==> config.mk <==
export PLATFORM = sky130hd
export DESIGN_NAME = jpeg_marker_segment_splitter_top
export DESIGN_NICKNAME = d
export VERILOG_FILES = /design/src/hdl/jmss_pkg.sv /design/src/hdl/jpeg_marker_segment_splitter_top.sv /design/src/hdl/jmss_parse.sv
export SDC_FILE = /design/constraint.sdc
export NUM_CORES = 1
export LEC_CHECK = 0
export BUFFER_PORTS_ARGS = -buffer_cell sky130_fd_sc_hd__buf_2
export CORE_UTILIZATION = 59
export CTS_BUF_LIST = sky130_fd_sc_hd__clkbuf_16
export CTS_CLUSTER_SIZE = 28
export DETAILED_ROUTE_END_ITERATION = 7
export GPL_TIMING_DRIVEN = 0
export PLACE_DENSITY = 0.91
export SYNTH_ARGS = -nofsm -noshare
export SYNTH_HDL_FRONTEND = slang
export SYNTH_SLANG_ARGS = --single-unit
==> constraint.sdc <==
create_clock -name i_clk -period 2.7 [get_ports i_clk]
set_input_delay 0.675 -clock i_clk [delete_from_list [all_inputs] [get_ports i_clk]]
set_output_delay 0.675 -clock i_clk [all_outputs]
set_load 0.01 [all_outputs]
==> src/hdl/jmss_pkg.sv <==
package jmss_pkg;

    localparam int DATA_W = 8;
    localparam int REM_W  = 16;

    typedef enum logic [7:0] {
        ST_START   = 8'b0000_0001,
        ST_ENTROPY = 8'b0000_0010,
        ST_SEGMENT = 8'b0000_0100,
        ST_FF      = 8'b0000_1000,
        ST_FFMM    = 8'b0001_0000,
        ST_FFMMNN  = 8'b0010_0000,
        ST_TRAILER = 8'b0100_0000,
        ST_ERROR   = 8'b1000_0000
    } t_state;

    typedef logic [2:0] t_kind;
    localparam t_kind K_STANDALONE = 3'd0;
    localparam t_kind K_PAYLOAD    = 3'd1;
    localparam t_kind K_EMPTY      = 3'd2;
    localparam t_kind K_ENDOK      = 3'd3;
    localparam t_kind K_ERROR      = 3'd4;

    typedef logic [1:0] t_err;
    localparam t_err E_NONE       = 2'd0;
    localparam t_err E_FALSESTART = 2'd1;
    localparam t_err E_ILLEGALLEN = 2'd2;
    localparam t_err E_TRUNCATED  = 2'd3;

    localparam logic [DATA_W-1:0] B_FILL = 8'hff;
    localparam logic [DATA_W-1:0] B_ZERO = 8'h00;
    localparam logic [DATA_W-1:0] M_TEM  = 8'h01;
    localparam logic [DATA_W-1:0] M_RST0 = 8'hd0;
    localparam logic [DATA_W-1:0] M_EOI  = 8'hd9;

    localparam logic OP_BYTE = 1'b0;
    localparam logic OP_END  = 1'b1;

    typedef struct packed {
        logic              valid;
        t_kind             kind;
        logic [DATA_W-1:0] marker;
        logic [DATA_W-1:0] payload;
        logic              last;
        t_err              err;
    } t_result;

    function automatic logic is_standalone(input logic [DATA_W-1:0] ch);
        return (ch == M_TEM) || (ch >= M_RST0 && ch <= M_EOI);
    endfunction

endpackage

==> src/hdl/jpeg_marker_segment_splitter_top.sv <==
// JPEG marker segment splitter.
// Input stream (s_axis): one word per stream byte. tdata carries the byte,
// tuser is the op flag: 0 = stream byte, 1 = end-of-stream check.
// Output stream (m_axis): zero or one word per input word. tuser is the
// result kind (standalone marker, payload byte, empty segment, end ok,
// error), tlast flags the final word of a segment, tdata carries the
// marker code, the payload byte and the error code.
// Words with no result (fill bytes, entropy-coded data, header bytes,
// any stream byte after EOI or after an error) are dropped silently.
// Path: an accepted word is registered in the input register, parsed from
// there, and its result is registered in the result register that drives m_axis.
// Throughput: one word per cycle while m_axis does not stall; the parse
// state update is combinational logic between the input and result registers.
// Reset (synchronous, active low) returns the parser to its start state
// and empties both registers. When m_axis stalls, the result holds, the
// input register fills, and s_axis tready drops until the result is taken.
module jpeg_marker_segment_splitter_top
    import jmss_pkg::*;
(
    input  logic        i_clk,
    input  logic        i_rst_n,
    input  logic        i_s_axis_tvalid,
    output logic        o_s_axis_tready,
    input  logic [7:0]  i_s_axis_tdata,   // [7:0] data_byte
    input  logic        i_s_axis_tuser,   // [0] op
    output logic        o_m_axis_tvalid,
    input  logic        i_m_axis_tready,
    output logic [23:0] o_m_axis_tdata,   // [7:0] marker_code, [15:8] payload,
                                          // [17:16] error_code, [23:18] zero
    output logic [2:0]  o_m_axis_tuser,   // [2:0] kind
    output logic        o_m_axis_tlast    // last
);

    logic              r_in_valid;
    logic              r_in_op;
    logic [DATA_W-1:0] r_in_byte;
    logic              r_out_valid;
    t_result           r_out;
    t_result           step_res;
    logic              adv;

    // the parse stage moves whenever the result register is free or emptying
    assign adv             = !r_out_valid || i_m_axis_tready;
    assign o_s_axis_tready = !r_in_valid || adv;

    jmss_parse u_parse (
        .i_clk   (i_clk),
        .i_rst_n (i_rst_n),
        .i_en    (adv),
        .i_valid (r_in_valid),
        .i_op    (r_in_op),
        .i_byte  (r_in_byte),
        .o_res   (step_res)
    );

    always_ff @(posedge i_clk) begin
        if (!i_rst_n) begin
            r_in_valid <= 1'b0;
        end else if (o_s_axis_tready) begin
            r_in_valid <= i_s_axis_tvalid;
        end
    end

    always_ff @(posedge i_clk) begin
        if (o_s_axis_tready) begin
            r_in_op   <= i_s_axis_tuser;
            r_in_byte <= i_s_axis_tdata;
        end
    end

    always_ff @(posedge i_clk) begin
        if (!i_rst_n) begin
            r_out_valid <= 1'b0;
        end else if (adv) begin
            r_out_valid <= step_res.valid;
        end
    end

    always_ff @(posedge i_clk) begin
        if (adv) begin
            r_out <= step_res;
        end
    end

    assign o_m_axis_tvalid = r_out_valid;
    assign o_m_axis_tuser  = r_out.kind;
    assign o_m_axis_tlast  = r_out.last;
    assign o_m_axis_tdata  = {6'b0, r_out.err, r_out.payload, r_out.marker};

`ifndef SYNTHESIS
    a_ready_only_on_stall: assert property (@(posedge i_clk) disable iff (!i_rst_n)
        !o_s_axis_tready |-> (r_out_valid && !i_m_axis_tready))
        else $error("input stalled without an output stall");

    a_error_has_code: assert property (@(posedge i_clk) disable iff (!i_rst_n)
        (o_m_axis_tvalid && o_m_axis_tuser == K_ERROR) |-> (o_m_axis_tdata[17:16] != E_NONE))
        else $error("error word without error code");

    a_code_only_on_error: assert property (@(posedge i_clk) disable iff (!i_rst_n)
        (o_m_axis_tvalid && o_m_axis_tuser != K_ERROR) |-> (o_m_axis_tdata[17:16] == E_NONE))
        else $error("error code on a non-error word");

    a_single_word_last: assert property (@(posedge i_clk) disable iff (!i_rst_n)
        (o_m_axis_tvalid && (o_m_axis_tuser == K_STANDALONE || o_m_axis_tuser == K_EMPTY))
        |-> o_m_axis_tlast)
        else $error("single-word segment without last");
`endif

endmodule

==> src/hdl/jmss_parse.sv <==
module jmss_parse
    import jmss_pkg::*;
(
    input  logic              i_clk,
    input  logic              i_rst_n,
    input  logic              i_en,
    input  logic              i_valid,
    input  logic              i_op,
    input  logic [DATA_W-1:0] i_byte,
    output t_result           o_res
);

    t_state            r_state,  n_state;
    logic [DATA_W-1:0] r_marker, n_marker;
    logic [REM_W-1:0]  r_rem,    n_rem;
    logic              r_seen,   n_seen;

    logic [REM_W-1:0] rem_dec;
    logic [REM_W-1:0] seg_len;
    logic [REM_W-1:0] len_m2;

    assign rem_dec = r_rem - REM_W'(1);
    assign seg_len = {r_rem[REM_W-1:DATA_W], i_byte};
    assign len_m2  = seg_len - REM_W'(2);

    always_comb begin
        n_state  = r_state;
        n_marker = r_marker;
        n_rem    = r_rem;
        n_seen   = r_seen;
        o_res    = '0;

        if (i_valid) begin
            if (i_op == OP_END) begin
                o_res.valid = 1'b1;
                if (r_state == ST_ENTROPY || r_state == ST_TRAILER) begin
                    o_res.kind = K_ENDOK;
                end else if (r_state == ST_ERROR) begin
                    o_res.kind = K_ERROR;
                    o_res.err  = r_rem[1:0];
                end else begin
                    o_res.kind = K_ERROR;
                    o_res.err  = E_TRUNCATED;
                    n_state    = ST_ERROR;
                    n_rem      = REM_W'(E_TRUNCATED);
                end
            end else begin
                case (r_state)
                    ST_START: begin
                        if (i_byte == B_FILL) begin
                            n_state = ST_FF;
                        end else begin
                            o_res.valid = 1'b1;
                            o_res.kind  = K_ERROR;
                            o_res.err   = E_FALSESTART;
                            n_state     = ST_ERROR;
                            n_rem       = REM_W'(E_FALSESTART);
                        end
                    end
                    ST_ENTROPY: begin
                        if (i_byte == B_FILL) n_state = ST_FF;
                    end
                    ST_SEGMENT: begin
                        n_rem         = rem_dec;
                        o_res.valid   = 1'b1;
                        o_res.kind    = K_PAYLOAD;
                        o_res.marker  = r_marker;
                        o_res.payload = i_byte;
                        if (rem_dec == '0) begin
                            o_res.last = 1'b1;
                            n_state    = ST_ENTROPY;
                            n_seen     = 1'b1;
                        end
                    end
                    ST_FF: begin
                        if (i_byte == B_ZERO) begin
                            // stuffed zero is only legal once a segment was seen
                            if (!r_seen) begin
                                o_res.valid = 1'b1;
                                o_res.kind  = K_ERROR;
                                o_res.err   = E_FALSESTART;
                                n_state     = ST_ERROR;
                                n_rem       = REM_W'(E_FALSESTART);
                            end else begin
                                n_state = ST_ENTROPY;
                            end
                        end else if (i_byte == B_FILL) begin
                            n_state = ST_FF;
                        end else if (is_standalone(i_byte)) begin
                            o_res.valid  = 1'b1;
                            o_res.kind   = K_STANDALONE;
                            o_res.marker = i_byte;
                            o_res.last   = 1'b1;
                            n_seen       = 1'b1;
                            n_state      = (i_byte == M_EOI) ? ST_TRAILER : ST_ENTROPY;
                        end else begin
                            n_marker = i_byte;
                            n_rem    = '0;
                            n_state  = ST_FFMM;
                        end
                    end
                    ST_FFMM: begin
                        n_rem   = {i_byte, {DATA_W{1'b0}}};
                        n_state = ST_FFMMNN;
                    end
                    ST_FFMMNN: begin
                        if (seg_len < REM_W'(2)) begin
                            o_res.valid = 1'b1;
                            o_res.kind  = K_ERROR;
                            o_res.err   = E_ILLEGALLEN;
                            n_state     = ST_ERROR;
                            n_rem       = REM_W'(E_ILLEGALLEN);
                        end else if (len_m2 == '0) begin
                            n_rem        = len_m2;
                            o_res.valid  = 1'b1;
                            o_res.kind   = K_EMPTY;
                            o_res.marker = r_marker;
                            o_res.last   = 1'b1;
                            n_seen       = 1'b1;
                            n_state      = ST_ENTROPY;
                        end else begin
                            n_rem   = len_m2;
                            n_state = ST_SEGMENT;
                        end
                    end
                    default: ;
                endcase
            end
        end
    end

    always_ff @(posedge i_clk) begin
        if (!i_rst_n) begin
            r_state  <= ST_START;
            r_marker <= '0;
            r_rem    <= '0;
            r_seen   <= 1'b0;
        end else if (i_en) begin
            r_state  <= n_state;
            r_marker <= n_marker;
            r_rem    <= n_rem;
            r_seen   <= n_seen;
        end
    end

endmodule
Word-level counts from Yosys, hierarchy flattened
Cells that the tools add are included.
{ "classes": {"reduce_logical": 19, "add_sub_neg": 2, "eq_ne": 25, "bitwise_logic": 6, "n_lt_le_gt_ge": 3, "mux": 62} }
{ "ops": {"columns": ["operator", "n"], "rows": [
  ["$mux W16", 9],
  ["$mux W8", 14],
  ["$pmux W16 S5", 1],
  ["$pmux W8 S6", 1],
  ["$mux W12", 3],
  ["$logic_not A16 Y1", 2],
  ["$eq A8 B8 Y1 const B", 3],
  ["$pmux W8 S3", 1],
  ["$mux W23", 1],
  ["$mux W4", 5],
  ["$mux W17", 1],
  ["$eq A8 B1 Y1 const B", 2],
  ["$lt A16 B2 Y1 const B", 1],
  ["$pmux W4 S4", 1],
  ["$sub A16 B1 Y16 const B", 1],
  ["$sub A16 B2 Y16 const B", 1],
  ["$mux W1", 15],
  ["$reduce_and A7 Y1", 2],
  ["$ne A2 B2 Y1 const B", 5],
  ["$reduce_and A10 Y1", 1],
  ["$reduce_and A9 Y1", 1],
  ["$eq A8 B2 Y1 const B", 1],
  ["$eq A8 B3 Y1 const B", 1],
  ["$eq A8 B4 Y1 const B", 1],
  ["25 further kinds", 43]
]} }
{ "word_totals": {"input_bits": 13, "output_inout_bits": 30, "word_cells": 130, "reg_bits": 66} }

Longest topological paths before layout
Gate-level depths: netlist of run 1.
{ "depth": {"ltp_word": 9, "ltp_mapped": 11, "ltp_nobuf": 9} }

Hierarchy
A second synthesis of run 1 with hierarchy kept.
{ "unflattened": {"cells_unflattened": 501, "hier_area_um2": 4236.6} }
{ "by_module_without_submodules": {"columns": ["module", "seq_area_each_um2", "area_each_um2", "n_inst", "cells_each"], "rows": [
  ["jmss_parse", 660.6, 3171.8, 1, 454],
  ["jpeg_marker_segment_splitter_top", 970.9, 1064.8, 1, 47]
]} }

Worst setup path after synthesis of run 1
Ideal clock, no wire load.
{ "synth_timing": {"path_type": "input -> register", "startpoint": "in i_m_axis_tready", "endpoint": "reg u_parse.r_rem[8]", "cell_stages": 7, "path_slack_ns": 0.226, "required_ns": 2.642, "arrival_time_ns": 2.416, "setup_time_ns": 0.058, "path_buffers": 0, "path_cell_list": "nor2b_1 -> inv_1 -> nand2_1 -> a221o_1 -> or4_1 -> a21oi_1 -> a21o_1"} }
{ "synth_between": {"elab_chain_cells": 2} }
{ "synth_lines": {"columns": ["item", "line", "text"], "rows": [
  ["start: declaration", "jpeg_marker_segment_splitter_top.sv:27", "input logic i_m_axis_tready,"],
  ["$logic_or A1 B1 Y1", "jpeg_marker_segment_splitter_top.sv:43", "assign adv = !r_out_valid || i_m_axis_tready;"],
  ["via adv", "jpeg_marker_segment_splitter_top.sv:40", "logic adv;"],
  ["$reduce_and A9 Y1 (no line)", null, null],
  ["end signal: assignment", "jmss_parse.sv:141", "r_rem <= n_rem;"],
  ["end: declaration", "jmss_parse.sv:15", "logic [REM_W-1:0] r_rem, n_rem;"]
]} }
The timed path passes the listed nets, and every way through them passes these cells.
A chain may end at the register's enable or synchronous reset.

Worst setup path after layout of run 1
{ "layout_timing": {"startpoint": "reg r_in_byte[6]", "endpoint": "reg u_parse.r_rem[4]"} }
{ "layout_between": {"elab_chain_cells": 5, "word_cells_on_any_way": 17, "cone_classes": "order compare (3); eq/ne (6); mux (4); reduce/logical (4)"} }
{ "layout_lines": {"columns": ["item", "line", "text"], "rows": [
  ["start: declaration", "jpeg_marker_segment_splitter_top.sv:36", "logic [DATA_W-1:0] r_in_byte;"],
  ["start signal: assignment", "jpeg_marker_segment_splitter_top.sv:67", "r_in_byte <= i_s_axis_tdata;"],
  ["parallel branches: the longest is 5 deep, another holds $lt A16 B2 Y1", null, null]
]} }
Parallel ways; which one is timed is not known.

==> results of run 1 <==
[cells by family (layout without fill, tap and decap cells)]
family / after synthesis / count (layout) / synth area share
adder cells (fa/ha/maj): 3 / 3 / 0.009156
AND/OR/NAND/NOR: 204 / 204 / 0.2752
XOR/XNOR: 17 / 17 / 0.03631
other: 1 / 6 / 0.0009146
multiplexers: 14 / 14 / 0.03418
flip-flops: 66 / 66 / 0.3979
buffers and inverters: 45 / 99 / 0.05676
AO/OA/AOI/OAI: 111 / 111 / 0.1895
[synthesized netlist by cell type, drive strengths merged (4+ instances only)]
master | number | area share
xor2 | 7 | 0.015
edfxtp | 31 | 0.23
o22ai | 9 | 0.014
nor2b | 4 | 0.0061
mux2i | 14 | 0.034
nand3 | 17 | 0.022
or3 | 7 | 0.011
dfxtp | 35 | 0.17
nand4 | 5 | 0.0092
clkbuf | 13 | 0.012
o21ai | 18 | 0.023
and2 | 4 | 0.0061
nand4b | 4 | 0.0085
inv | 10 | 0.0092
nand2 | 47 | 0.043
buf | 22 | 0.036
xnor2 | 10 | 0.021
a211oi | 5 | 0.0092
a21oi | 23 | 0.029
or2 | 4 | 0.0061
nor3 | 19 | 0.027
a31oi | 7 | 0.012
a22o | 9 | 0.019
and3 | 7 | 0.011
o32ai | 5 | 0.011
nor4 | 13 | 0.030
nor2 | 50 | 0.046
nand2b | 7 | 0.011
o211ai | 9 | 0.016
[layout make-up]
| class | instances | area, µm² | share of cell area |
|---|---|---|---|
| clock inverters | 7 | 61.31 | 0.01273 |
| repair buffers | 37 | 187.7 | 0.03897 |
| repair inverters | 1 | 5.005 | 0.001039 |
| plain buffers | 35 | 203.9 | 0.04235 |
| well taps | 80 | 100.1 | 0.02078 |
| inverters | 10 | 41.29 | 0.008574 |
| multi-input cells | 355 | 2359 | 0.4897 |
| clock buffers | 9 | 225.2 | 0.04677 |
| flip-flops and latches | 66 | 1633 | 0.3390 |
[registers in the layout, summed over array words and instances, names as in the netlist]
signal            cells
u_parse.r_rem        16
r_in_byte             8
o_m_axis_tlast        1
o_m_axis_tuser        3
r_in_valid            1
u_parse.r_marker      8
u_parse.r_seen        1
r_in_op               1
o_m_axis_tdata       18
o_m_axis_tvalid       1
u_parse.r_state       8
[worst max-delay path, cell delays in order (launching register included)]
cell	delay (ns)
sky130_fd_sc_hd__edfxtp_1	0.45
sky130_fd_sc_hd__buf_2	0.24
sky130_fd_sc_hd__nor4_2	0.31
sky130_fd_sc_hd__nand2_2	0.21
sky130_fd_sc_hd__o221ai_1	0.30
sky130_fd_sc_hd__a221o_1	0.34
sky130_fd_sc_hd__a21o_1	0.25
sky130_fd_sc_hd__buf_4	0.23
sky130_fd_sc_hd__a31oi_1	0.06
sky130_fd_sc_hd__o22ai_1	0.16
[routing by layer]
| layer | vias up | share of wire |
|---|---|---|
| met3 | 43 | 0.099 |
| met1 | 1815 | 0.41 |
| met5 | - | 0 |
| met2 | 254 | 0.46 |
| li1 | 1811 | - |
| met4 | 0 | 0.036 |
[through the flow]
step,std cells,setup slack (ns),util,TNS [ns]
2_1_floorplan,466,0.2260,-,0
3_3_place_gp,582,-0.2685,0.6511,-3.215
3_5_place_dp,582,-0.2710,0.6511,-3.381
4_1_cts,599,0.004019,0.6976,0
5_1_grt,600,-0.02192,0.7128,-0.02903
6_report,600,0.09247,0.7128,0
[worst min-delay path by stage]
stage / startpoint / to / slack [ns]
after floorplan: u_parse.r_marker[5]$_SDFFE_PN0P_ / u_parse.r_marker[5]$_SDFFE_PN0P_ / 0.46
after global placement: u_parse.r_marker[5]$_SDFFE_PN0P_ / u_parse.r_marker[5]$_SDFFE_PN0P_ / 0.48
after detailed placement: u_parse.r_seen$_SDFFE_PN0P_ / u_parse.r_seen$_SDFFE_PN0P_ / 0.48
after CTS: u_parse.r_seen$_SDFFE_PN0P_ / u_parse.r_seen$_SDFFE_PN0P_ / 0.49
after global routing: i_s_axis_tdata[3] / r_in_byte[3]$_DFFE_PP_ / 0.52
final: u_parse.r_seen$_SDFFE_PN0P_ / u_parse.r_seen$_SDFFE_PN0P_ / 0.50
[what timing repair did]
action,CTS,global route
buffers inserted,1,0
gates cloned,0,1
pin swaps,1,2
gates resized for setup,4,22
setup endpoints to repair,8,32
[report_power, final]
| group | internal [mW] | switching, mW | leakage, nW |
|---|---|---|---|
| sequential | 1.08 | 0.0250 | 0.641 |
| clock | 0.704 | 0.437 | 0.146 |
| combinational | 0.122 | 0.192 | 1.18 |
==> results by stage, run 1 <==
Finish:
- The finished cells cover 4816 µm².
- Leaving out fill and tap cells, the most frequent cell in the layout is sky130_fd_sc_hd__nor2_1.
- The filler cells instantiated in the layout total 510.
- The area growth from synthesis to layout is 17.46%.
- The share of final-layout standard cells stronger than drive strength 1 is 0.2058.
- In the layout the commonest cells are sky130_fd_sc_hd__nor2_1, sky130_fd_sc_hd__nand2_1, sky130_fd_sc_hd__buf_2.
- The number of nets at the end of the flow is 531.
- The antenna diode count is 0.

Routing:
- The total wire length is 11,920 µm.
- The number of violations reported at the end of detailed-routing iteration 0 is 472.
- The average detailed-routed wire length per instance is 19.86 µm.
- The count of nets left with antenna violations once routing finished came out at 0.
- The detailed-route vias per instance is 6.538.
- For this run, design rule violations remaining after detail routing come to 0.
- The final route contains 3,923 vias.
- The first detailed-routing pass took 5 iterations.

Setup path:
- The type of element launching the critical path is a register.
- The data arrival time of the worst path is 2.87 ns.
- The worst reg-to-reg setup slack is 0.09 ns.
- The endpoint class of the critical path is a register.
- The endpoint identified for the worst register-to-register timing path is u_parse.r_rem[4]$_SDFFE_PN0P_.
- The length in cells of the worst reg-to-reg path is 9.
- The launching point of the worst reg2reg path is r_in_byte[6]$_DFFE_PP_.
- Tracing the worst setup path back leads to its startpoint at r_in_byte[6]$_DFFE_PP_.
- The type of the worst setup path is reg2reg.
- The worst setup path endpoint is u_parse.r_rem[4]$_SDFFE_PN0P_.
- Data on the critical path is required at its endpoint by 2.96 ns.
- In this run the worst path has a maximum fanout of 10.

STA:
- The minimum hold slack is 0.4965 ns.
- Setup repair after global routing could not meet its margin everywhere.
- Setup violations remaining at the end of the flow were counted as 0.
- Based on the critical path, the design can be clocked at up to 383.5 MHz.
- The final cycle utilization of the critical path is 0.9658.
- The largest clock skew in the final design is 0.01210 ns.
- The final max-slew violation count was 0.
- The transition time of the tightest slew-check pin is 0.6956 ns.
- The hold violation total from the final report is 0.
- The worst slew slack as a fraction of its limit is 0.5320.
- The worst path needs 2.608 ns of the cycle, external delays included.

Synthesis:
- The share of the Yosys chip area taken by registers is 0.3979.
- The number of storage elements in the synthesis netlist is 66.
- The mean area per synthesized cell is 8.894 µm².
- Synthesis handed over a netlist of 461 instances.
- The number of unique standard cell types used by synthesis is 74.
- The async set-reset flop share out of synthesis is 0.
- Yosys mapped a number of flops with a built-in enable equal to 31.
- For this run, the number of Yosys warnings is 0.
- The summed instance area of the synthesized netlist is 4100 µm².
- The commonest register cell after synthesis is sky130_fd_sc_hd__dfxtp_1.

Global route:
- For this run, global-route usage on met3 was measured as 0.06907.
- The layer flagged by global routing as most heavily used is met2.
- The met2 track utilization from global routing is 0.5389.
- The first-pass GRT wire length is 18,800 µm.
- Global routing finished with a remaining overflow of 0.
- The number of antenna violations at the first check in global routing came to 0.
- The met1 usage is 0.4423.
- Entering global routing, the biggest net connects 26 pins.
- Across every metal layer, demand over resource in global routing totals 0.3380.
- The via count of the first global-routing pass came to 3,620.

Placed design:
- Summing all placed instances gives a cell area of 4399 µm².
- The number of buffer cells added on primary ports is 36.
- At the end of routability-driven placement, the weighted congestion stood at 0.9794.
- Detailed placement finished with a half-perimeter wire length of 8496 µm.

Pwr:
- The analysis attributes to cell leakage a power of 1.966 nW.
- Total power for the finished layout comes to 2.556 mW.
- Power spread over the standard cell area amounts to 530.8 nW/µm².
- The peak supply drop is 0.0004769 V.

Clocking:
- The tree is rooted in a sky130_fd_sc_hd__clkbuf_16.
- The clock tree synthesis step divided the H-tree into 3 levels.
- The number of buffers on the longest clock path is 2.
- The number of sinks driven by the clock tree is 66.
- The number of buffers created by CTS is 9.
- After clock tree synthesis, the clock-pin slew on the worst setup and hold paths is 0.06 ns.
- The number of hold buffers added after cts is 0.
- The latest clock arrival within the worst-skew pair is 0.34 ns.
- TritonCTS built the clock tree.

Floorplan:
- The total number of placement rows is 30.
- The initial utilization of the core area, before any placement, comes to 0.6069.
- The die span in y is 85.37 µm.
- The standard cell core area is 6756 µm².
- The floorplan die area is 7287 µm².
- The number of ports placed on the die boundary is 43.
- The chip width is 85.37 µm.

Hold path:
- The instance count along the most critical hold path is 2.
- The type of the most critical hold path is reg2reg.

Flow run:
- The number of maximum-capacitance violations is 0.

Outcome:
- The run finished with clean final reports.
Power figures use the tool's default switching activity.
==> run 2, diff against run 1 <==
BUFFER_PORTS_ARGS = not set   (was -buffer_cell sky130_fd_sc_hd__buf_2)
CORE_MARGIN = 2   (was not set)
CORE_UTILIZATION = 64   (was 59)
DONT_BUFFER_PORTS = 1   (was not set)
==> results by stage, run 2 (same netlist as run 1, synthesis figures left out) <==
Routing:
- The average detailed-routed wire length per instance is 22.45 µm.
- After the first detailed-routing iteration, the DRC count stood at 689.
- The post-detailed-route count of antenna-violating nets is 0.
- The total vias in the final route is 4,066.
- After detailed routing, the number of vias per cell comes to 7.209.
- The number of iterations in the first detailed-routing pass is 6.
- The final layout contains routed wiring with a total length of 12,660 µm.
- In the routed design, unresolved DRC markers number 0.

Pwr:
- The post-route total power is 2.558 mW.
- The peak supply drop is 0.0005756 V.
- The power density normalized to cell area is 548.6 nW/µm².
- In this run the static leakage power is 1.800 nW.

Global route:
- Summed over all layers, the global routing overflow is 0.
- The total routing resource utilization after global routing is 0.3508.
- The via count of the first global-routing pass is 3,827.
- The largest net degree at the start of global routing is 26.
- The number of antenna violations at the first check in global routing is 0.
- The first global-routing pass estimated 19,380 µm of wire.

Finish:
- The area growth from synthesis to layout is 13.70%.
- The most common cell after layout, fill and taps aside is sky130_fd_sc_hd__nor2_1.
- The repair_antennas step left the layout with diodes totalling 0.
- The share of final-layout standard cells stronger than drive strength 1 is 0.1561.
- In the layout the commonest cells are sky130_fd_sc_hd__nor2_1, sky130_fd_sc_hd__nand2_1, sky130_fd_sc_hd__dfxtp_1.
- The design area is 4662 µm².
- The final design utilization is 0.7427.
- The register with the most flip-flops in the layout has 18 of them.
- The post-route non-filler standard cell count is 564.
- The number of nets at the end of the flow is 498.

Clocking:
- TritonCTS built the clock tree.
- The cell at the root of the clock tree is sky130_fd_sc_hd__clkbuf_16.
- The number of sinks driven by the clock tree is 66.
- The number of clock buffers added by TritonCTS is 9.
- The clock-pin slew of the registers on the worst-case setup and hold paths is 0.05 ns.
- The clock passes through at most 2 buffers.
- The latest clock arrival within the worst-skew pair is 0.34 ns.
- The clock tree synthesis step divided the H-tree into 3 levels.

Placed design:
- The placer's final routability congestion estimate is 0.9813.
- The number of buffer cells added on primary ports is 0.
- The HPWL after detailed placement is 8478 µm.
- The placed instances occupy a cell area of 4215 µm².
- The number of cells after detailed placement is 543.

STA:
- The hold violation total from the final report came to 0.
- Setup repair after global routing could not meet its margin everywhere.
- The total setup violations reported at the end of the flow is 0.
- At the pin with the least slew margin, the transition time is 0.6918 ns.
- The post-route minimum period is 2.668 ns.
- Dividing the final minimum period by the clock period gives 0.9883.
- The clock arrives with 0.009036 ns of skew.
- The final max-slew violation count is 0.
- The top achievable clock speed is 374.7 MHz.
- The worst slew slack as a fraction of its limit is 0.5388.

Setup path:
- The endpoint class of the critical path is a register.
- The worst reg-to-reg setup slack is 0.03 ns.
- The worst setup path is launched from a register.
- For the worst setup path, the data required time is 2.96 ns.
- Along the worst path, the maximum fanout reaches 10.
- The type of the worst setup path is reg2reg.
- The endpoint of the worst register-to-register path is u_parse.r_rem[12]$_SDFFE_PN0P_.
- The number of cells on the worst reg-to-reg path is 8.
- The data arrival time of the worst path is 2.92 ns.
- The launching point of the worst reg2reg path is r_in_byte[3]$_DFFE_PP_.

Outcome:
- The flow ran to the end, and the final reports show no timing, DRC or antenna violations.

Hold path:
- The worst hold path belongs to the class in2reg.
- The worst min-delay path endpoint is r_in_byte[4]$_DFFE_PP_.
- The worst hold path begins at i_s_axis_tdata[4].
- Counting instances, the worst hold path has a depth of 0.

Floorplan:
- The chip width is 84.04 µm.
- The total number of placement rows is 29.
- During I/O placement, the number of pins put on the boundary was 43.
- The die span in y is 84.04 µm.
- The region available for standard cell placement spans 6277 µm².
- For this configuration, the core starts out at a cell density of 0.6532.
- The die covers 7063 µm².

Flow run:
- The number of maximum-capacitance violations is 0.
-- run 2: how the worst max path moves through the flow --
stage,slack (ns),end,cells after the start,startpoint
2_1_floorplan,0.23,u_parse.r_rem[8]$_SDFFE_PN0P_,7,i_m_axis_tready
3_3_place_gp,-0.18,u_parse.r_rem[12]$_SDFFE_PN0P_,7,i_m_axis_tready
3_5_place_dp,-0.22,u_parse.r_rem[10]$_SDFFE_PN0P_,7,i_m_axis_tready
4_1_cts,-0.03,u_parse.r_rem[10]$_SDFFE_PN0P_,7,o_m_axis_tvalid$_SDFFE_PN0N_
5_1_grt,-0.04,u_parse.r_rem[12]$_SDFFE_PN0P_,8,r_in_byte[4]$_DFFE_PP_
6_report,0.03,u_parse.r_rem[12]$_SDFFE_PN0P_,8,r_in_byte[3]$_DFFE_PP_
-- run 2: final cells by class --
type                    count  area (µm²)
inverters                  10       41.29
multi-input cells         355        2369
repair inverters            1       5.005
well taps                  77       96.34
clock buffers               9       225.2
fillers                   423        1615
clock inverters             7       61.31
repair buffers              4       30.03
flip-flops and latches     66        1633
plain buffers              35       201.4
-- run 2: critical path: stages, from the launching register on --
cell                       delay [ns]
sky130_fd_sc_hd__edfxtp_1        0.47
sky130_fd_sc_hd__buf_2           0.26
sky130_fd_sc_hd__nand2_1         0.14
sky130_fd_sc_hd__or3_1           0.22
sky130_fd_sc_hd__o221ai_1        0.16
sky130_fd_sc_hd__a221o_1         0.40
sky130_fd_sc_hd__a21oi_2         0.41
sky130_fd_sc_hd__nand3_1         0.30
sky130_fd_sc_hd__o21ai_1         0.22
-- run 2: stage by stage --
step,TNS (ns),worst slack (ns),hold slack [ns]
after global routing,-0.1319,-0.03561,0.4323
after CTS,-0.04626,-0.02528,0.4358
final,0,0.03152,0.4375
after floorplan,0,0.2260,0.4554
after detailed placement,-2.421,-0.2154,0.4916
after global placement,-1.338,-0.1770,0.4745
-- run 2: timing repair --
| item | 4_1_cts | 5_1_grt |
|---|---|---|
| pin swaps | 1 | 3 |
| buffers inserted | 0 | 4 |
| endpoints found under the setup margin | 10 | 31 |
| resized for setup | 5 | 22 |
| hold buffers | 0 | 0 |
| gates cloned | 0 | 1 |
-- run 2: report_power, final --
group | internal, mW | leakage, nW | switching (mW) | total [mW]
Combinational | 0.111 | 1.02 | 0.191 | 0.302
Clock | 0.703 | 0.138 | 0.439 | 1.14
Sequential | 1.08 | 0.641 | 0.0363 | 1.11
-- run 2: per-layer routing --
| layer | track usage | vias to the layer above | share of wire |
|---|---|---|---|
| li1 | - | 1747 | - |
| met1 | 0.4470 | 1847 | 0.36 |
| met3 | 0.08408 | 94 | 0.12 |
| met4 | 0.2229 | 0 | 0.064 |
| met5 | 0 | - | 0 |
| met2 | 0.5325 | 378 | 0.45 |
